$ cat src/sv/kwts_pkg.sv
// ----------------------------------------------------------------------------
// kwts_pkg: shared types and constants of the keyword weight table
// Holds table sizes, function and status codes, the queued item type and the
// key normalization function.
// ----------------------------------------------------------------------------
package kwts_pkg;

   localparam int ENTRIES   = 1024;
   localparam int KEY_CHARS = 17;
   localparam int KEY_BYTES = 17;
   localparam int IDX_W     = $clog2(ENTRIES);
   localparam int CNT_W     = $clog2(ENTRIES + 1);
   localparam logic [31:0] TOTAL_MAX = 32'hFFFF_FFFF;

   localparam logic [1:0] FUNC_INSERT = 2'd0;
   localparam logic [1:0] FUNC_QUERY  = 2'd1;
   localparam logic [1:0] FUNC_END    = 2'd2;

   localparam logic [1:0] ST_STORED = 2'd0;
   localparam logic [1:0] ST_DUP    = 2'd1;
   localparam logic [1:0] ST_FULL   = 2'd2;
   localparam logic [1:0] ST_TOTAL  = 2'd3;

   typedef struct packed {
      logic [63:0] a;
      logic [63:0] b;
      logic [7:0]  c;
   } key_type;

   typedef struct packed {
      logic [1:0]  func;
      key_type     key;
      logic [23:0] weight;
   } item_type;

   typedef struct packed {
      key_type     key;
      logic [23:0] weight;
   } entry_type;

   // A key ends at its first zero character; later characters and characters
   // beyond KEY_CHARS read as zero.
   function automatic key_type normalize_key(key_type k);
      logic [KEY_BYTES*8-1:0] raw;
      logic [KEY_BYTES*8-1:0] res;
      logic                   ended;
      logic [7:0]             v;
      raw   = {k.a, k.b, k.c};
      res   = '0;
      ended = 1'b0;
      for (int i = 0; i < KEY_BYTES; i++) begin
         v = raw[KEY_BYTES*8-1-8*i -: 8];
         if (ended || i >= KEY_CHARS || v == 8'd0) begin
            ended = 1'b1;
            v     = 8'd0;
         end
         res[KEY_BYTES*8-1-8*i -: 8] = v;
      end
      normalize_key = key_type'(res);
   endfunction

endpackage

$ cat src/sv/kwts_front.sv
// ----------------------------------------------------------------------------
// kwts_front: input stage of the keyword weight table
// Accepts beats, normalizes the key and holds them in a two-entry queue.
// ----------------------------------------------------------------------------
module kwts_front (
   input  logic                 clock,
   input  logic                 reset,
   input  logic                 req_valid,
   output logic                 req_stall,
   input  logic [1:0]           req_func,
   input  logic [63:0]          req_key_chars_a,
   input  logic [63:0]          req_key_chars_b,
   input  logic [7:0]           req_key_chars_c,
   input  logic [23:0]          req_weight,
   output logic                 q_valid,
   output kwts_pkg::item_type   q_item,
   input  logic                 q_pop
);
   import kwts_pkg::*;

   item_type   slot_ff [2];
   logic       wr_ff, wr_in, rd_ff, rd_in;
   logic [1:0] cnt_ff, cnt_in;
   logic       push;
   key_type    raw_key;
   item_type   new_item;

   assign req_stall = (cnt_ff == 2'd2);
   assign push      = req_valid && !req_stall;
   assign q_valid   = (cnt_ff != 2'd0);
   assign q_item    = slot_ff[rd_ff];

   always_comb begin
      raw_key.a       = req_key_chars_a;
      raw_key.b       = req_key_chars_b;
      raw_key.c       = req_key_chars_c;
      new_item.func   = req_func;
      new_item.key    = normalize_key(raw_key);
      new_item.weight = req_weight;
      wr_in  = wr_ff ^ push;
      rd_in  = rd_ff ^ (q_pop && q_valid);
      cnt_in = cnt_ff + {1'b0, push} - {1'b0, q_pop && q_valid};
   end

   always_ff @(posedge clock) begin
      if (reset) begin
         wr_ff  <= 1'b0;
         rd_ff  <= 1'b0;
         cnt_ff <= 2'd0;
      end else begin
         wr_ff  <= wr_in;
         rd_ff  <= rd_in;
         cnt_ff <= cnt_in;
      end
   end

   always_ff @(posedge clock) begin
      if (push) begin
         slot_ff[wr_ff] <= new_item;
      end
   end

endmodule

$ cat config.mk
export PLATFORM = sky130hd
export DESIGN_NAME = kwts_front
export DESIGN_NICKNAME = d
export VERILOG_FILES = /design/src/sv/kwts_pkg.sv /design/src/sv/kwts_front.sv
export SDC_FILE = /design/constraint.sdc
export NUM_CORES = 1
export LEC_CHECK = 0
export BUFFER_PORTS_ARGS = -buffer_cell sky130_fd_sc_hd__buf_4
export CAP_MARGIN = 20
export CORE_UTILIZATION = 25
export CTS_CLUSTER_DIAMETER = 120
export DETAILED_ROUTE_END_ITERATION = 8
export SYNTH_ARGS = -nofsm -noshare
export SYNTH_HDL_FRONTEND = slang
export SYNTH_SLANG_ARGS = --single-unit
export TNS_END_PERCENT = 30
$ cat constraint.sdc
create_clock -name clock -period 16 [get_ports clock]
set_clock_uncertainty 0.15 [all_clocks]
set_input_delay 0.8 -clock clock [delete_from_list [all_inputs] [get_ports clock]]
set_output_delay 0.8 -clock clock [all_outputs]
set_load 0.01 [all_outputs]
* Word-level counts from Yosys, hierarchy flattened
Memories as Yosys holds them, arrays and structs flattened. A register that Yosys moved wholly into a read port is not among the register bits.
Index checks and enable logic that the tools add are counted.
W data, S select, Z words.
** Storage, ports and cells
- Register bits :: 4
- Bits in writable memories :: 324
- Input port bits :: 166
- Output and inout port bits :: 164
- Logic and storage cells :: 82
- Memories :: 1
** Memory list
- slot_ff :: depth 2, bits a word 162, rd ports 1, clocked after memory_dff 1, wr ports 1, RTL line kwts_front.sv:21 : item_type slot_ff [2];
** Cells by class
- $add $sub $neg :: 2
- Equal/unequal tests :: 1
- Multiplexer cells :: 36
- Bitwise gates (word level) :: 2
- Reduce and logical (&&, ||, !) cells :: 37
** Operator list (number)
- $logic_not A8 Y1 :: 17
- $mux W8 :: 17
- $mux W1 :: 19
- $logic_or A1 B1 Y1 :: 16
- $add A2 B1 Y2 :: 1
- $eq A2 B2 Y1 const B :: 1
- $logic_and A1 B1 Y1 :: 2
- $reduce_bool A2 Y1 :: 1
- $sub A2 B1 Y2 :: 1
- $xor A1 B1 Y1 :: 2
- $logic_not A1 Y1 :: 1

* Logic depth before layout (Yosys ltp)
- Word-level depth :: 34
- Mapped depth :: 8
- Gate-level depth less buffers :: 8

* Worst setup path after synthesis
No wires, ideal clock.
- Path kind :: input -> register
- Start point :: input port req_valid
- End point :: memory slot_ff[1][0] (netlist name) (enable)
- Setup time :: 542 ps
- Data arrival time :: 4691 ps
- Required time :: 15308 ps
- Setup slack :: 10617 ps
- Cell stages on the path :: 3
- Path through :: nand2_1 > inv_1 > ha_1
** On the way
- Cells in the longest elaborated chain, start to end :: 3
** Ends and longest elaborated chain
- start, declared :: RTL line kwts_front.sv:8 : input logic req_valid,
- $logic_and A1 B1 Y1 :: RTL line kwts_front.sv:29 : assign push = req_valid && !req_stall;
- $mux W1 :: RTL line kwts_front.sv:58 : if (push) begin
- $mux W1 (not written as such) :: RTL line kwts_front.sv:59 : slot_ff[wr_ff] <= new_item;
- end, declared :: RTL line kwts_front.sv:21
No other way between the ends.

==> key figures <==
STA
  – Final setup TNS: 0 ns
  – Unrepaired setup endpoints after global routing: no
  – Max-slew violation count: 0
  – Final Hold Viols: 0
  – FMAX: roughly 270 MHz
  – Post-route clock period utilization: between 20% and 30%
  – Slew HR: 31.5%
  – Worst slew pin tran: just over 1 ns
  – Fin crit period: 3.66 ns
  – Setup violations, final: 0

Logic synthesis
  – Cells after synthesis: between 700 and 800
  – Post-synth top flop: edfxtp_1
  – Synth cell types: 29
  – Mean post-synth cell area: 17.9 um2
  – Async set or reset register ratio after synthesis: 0%
  – Sequential share of the synthesized area: 74.6%
  – Mapped cell area: ~13000 um2
  – Top cell type's share of synthesized area: approximately three quarters
  – Synth Register Bits: 328
  – Largest cells by area after synthesis: edfxtp_1 (74%), mux2_2 (14%), and2_1 (4.6%)
  – Synth area leader: edfxtp_1
  – Post-synth EDFFs: around 320
  – Yosys warnings: 0
  – Synthesized Nets: between 900 and 1k

Global routing
  – GR Overflow Total: 0
  – First-pass GRT wire length: 47900 um
  – Maximum number of pins on one net before global-route repair: 69
  – Global Route Usage Sum: about an eighth
  – Initial antenna violation count: 1
  – Vias in the first global route: about 8k

Power and ir drop
  – VDD IR max: between 0.07 and 0.08 mV
  – Power Total: around 2.6 mW
  – Leakage: ~6.4 nW
  – P per Cell Area: ~150 nW/um2

Critical path
  – Worst setup path class: reg -> out
  – CP required: 15.05 ns
  – Reg2Reg Setup Slack: roughly 13 ns
  – Critical Path AT: approximately 2.7 ns
  – Crit end category: primary output
  – R2R Path End: slot_ff[1][94]
  – R2R depth: 5
  – Worst Setup EP: q_item[89]
  – Setup crit start: rd_ff
  – Max FO, Critical Path: between 60 and 70
  – Worst R2R Start: cnt_ff[0]
  – Critical Path Start Type: register

Layout
  – Final non-filler cell area: between 15000 and 20000 um2
  – Area Growth Syn to Fin: 33.3%
  – # diodes: 0
  – Layout cells sized above 1: between 50% and 60%
  – Fin nets: approximately 1.2k

Drt
  – Initial drt markers: around 340
  – DRC: 0
  – Routed WL per cell: 18.2 um
  – Via count: ~7.6k
  – Routed Antenna Nets: 0
  – Drt first pass iters: 4
  – Final WL: ~32000 um
  – Number of vias per cell: roughly 4.3

Clocking
  – Clk_lat worst skew: approximately 0.54 ns
  – CTS tree: done
  – Post-CTS Setup Bufs: 0
  – Root buf cell: clkbuf_16
  – Total CTS buffers: 39
  – Clock Sinks: about 330
  – Post-CTS Hold Buffers: 0
  – Post-cts resize count: 0
  – H-tree levels: 2
  – CTS max path bufs: 3
  – Worst-path clk slew: about 0.050 ns

Run
  – Maxcap violations: 0

Die
  – Die ar.: around 54000 um2
  – Chip width: around 230 um
  – Die Ht: between 200 and 250 um
  – I/O pins: 330
  – Core ar.: 51600 um2
  – Initial core utilization: approximately 25%
  – Cell row count: between 80 and 90

Placed design
  – Area post-placement: around 16000 um2
  – GPL Wtd Cong: about 0.75
  – Post-detail-place hpwl: 21400 um
  – Port bufs: ~330

Worst hold path
  – Worst min-delay path class: in -> reg

Status
  – Status: completed
-- report_power, final --
group | total [mW] | internal, mW | switching [mW]
sequential | 1.13 | 1.10 | 0.0355
combinational | 0.668 | 0.337 | 0.330
clock | 0.800 | 0.463 | 0.337
total | 2.60 | 1.90 | 0.703
-- critical path, cell delays in order (launching register included) --
cell and delay, ns:
dfxtp_4 0.63, buf_4 0.83, mux2_2 0.44, buf_4 0.15
-- layout by cell type, fill, tap and decap left out, types with 2 or more instances in the layout --
cell       instances
buf_4            338
edfxtp_1         324
mux2_2           162
and2_1            97
clkbuf_16         39
nor4_1            30
and3_1            25
nand2_1           16
clkbuf_1           9
and4_1             8
clkinv_1           8
clkinv_2           7
nor2_1             4
inv_1              4
dfxtp_1            3
nand3_2            2
nand2_2            2
nor3_1             2
nor4_4             2
or4_1              2
xnor2_1            2
ha_1               2
ha_4               2
inv_6              2
-- synth_stat cells, drive strengths merged (2+ instances only) --
master / instances
and2: 97
and3: 25
and4: 8
buf: 21
clkbuf: 16
dfxtp: 4
edfxtp: 324
ha: 4
inv: 4
mux2: 162
nand2: 18
nand3: 3
nor2: 5
nor3: 2
nor4: 32
or4: 2
xnor2: 2
-- final cells by class --
cell class / count / area (um2)
Clock buffer: 48 / 1010
Clock inverter: 19 / 120
Fill cell: 5002 / 34100
Inverter: 4 / 15.0
Multi-Input combinational cell: 367 / 3180
Sequential cell: 328 / 9810
Tap cell: 680 / 851
Timing Repair Buffer: 339 / 2540
-- flip-flops by register name (all words and copies together) (netlist names) --
signal and count:
slot_ff 324, cnt_ff 2, rd_ff 1, wr_ff 1
-- per-stage QoR --
stage,instances,worst slack (ns),util [%],hold WS (ns)
finish,1785,12.34,34.0,0.287
global route,1785,12.18,34.0,0.246
CTS,1784,12.25,34.0,0.235
detailed placement,1717,12.79,31.8,0.402
global placement,1717,12.80,31.8,0.374
floorplan,736,10.62,-,0.349
-- logic make-up after synthesis --
kind of cell / count (synthesis) / share of synthesized area [%]
AO/OA/AOI/OAI: 1 / 0.0380
XOR/XNOR: 3 / 0.200
adder cells (fa/ha/maj): 4 / 0.381
buffers and inverters: 41 / 1.40
flip-flops: 328 / 74.6
multiplexers: 162 / 13.9
AND/OR/NAND/NOR: 197 / 9.52
-- per-layer routing --
layer	share of wire [%]	up-vias	GRT usage (%)
met3	8.8	51	4.31
li1	-	3532	-
met5	0.040	-	0
met2	47	276	19.1
met4	2.3	2	3.64
met1	42	3742	14.7
-- worst min-delay path by stage --
stage,start,end,cells past startpoint
after floorplan,cnt_ff[1],cnt_ff[1],2
after global placement,cnt_ff[1],cnt_ff[1],2
after detailed placement,cnt_ff[1],cnt_ff[1],2
after CTS,reset,rd_ff,2
after global routing,req_weight[18],slot_ff[1][18],1
final,reset,rd_ff,2
Power figures use the tool's default switching activity.
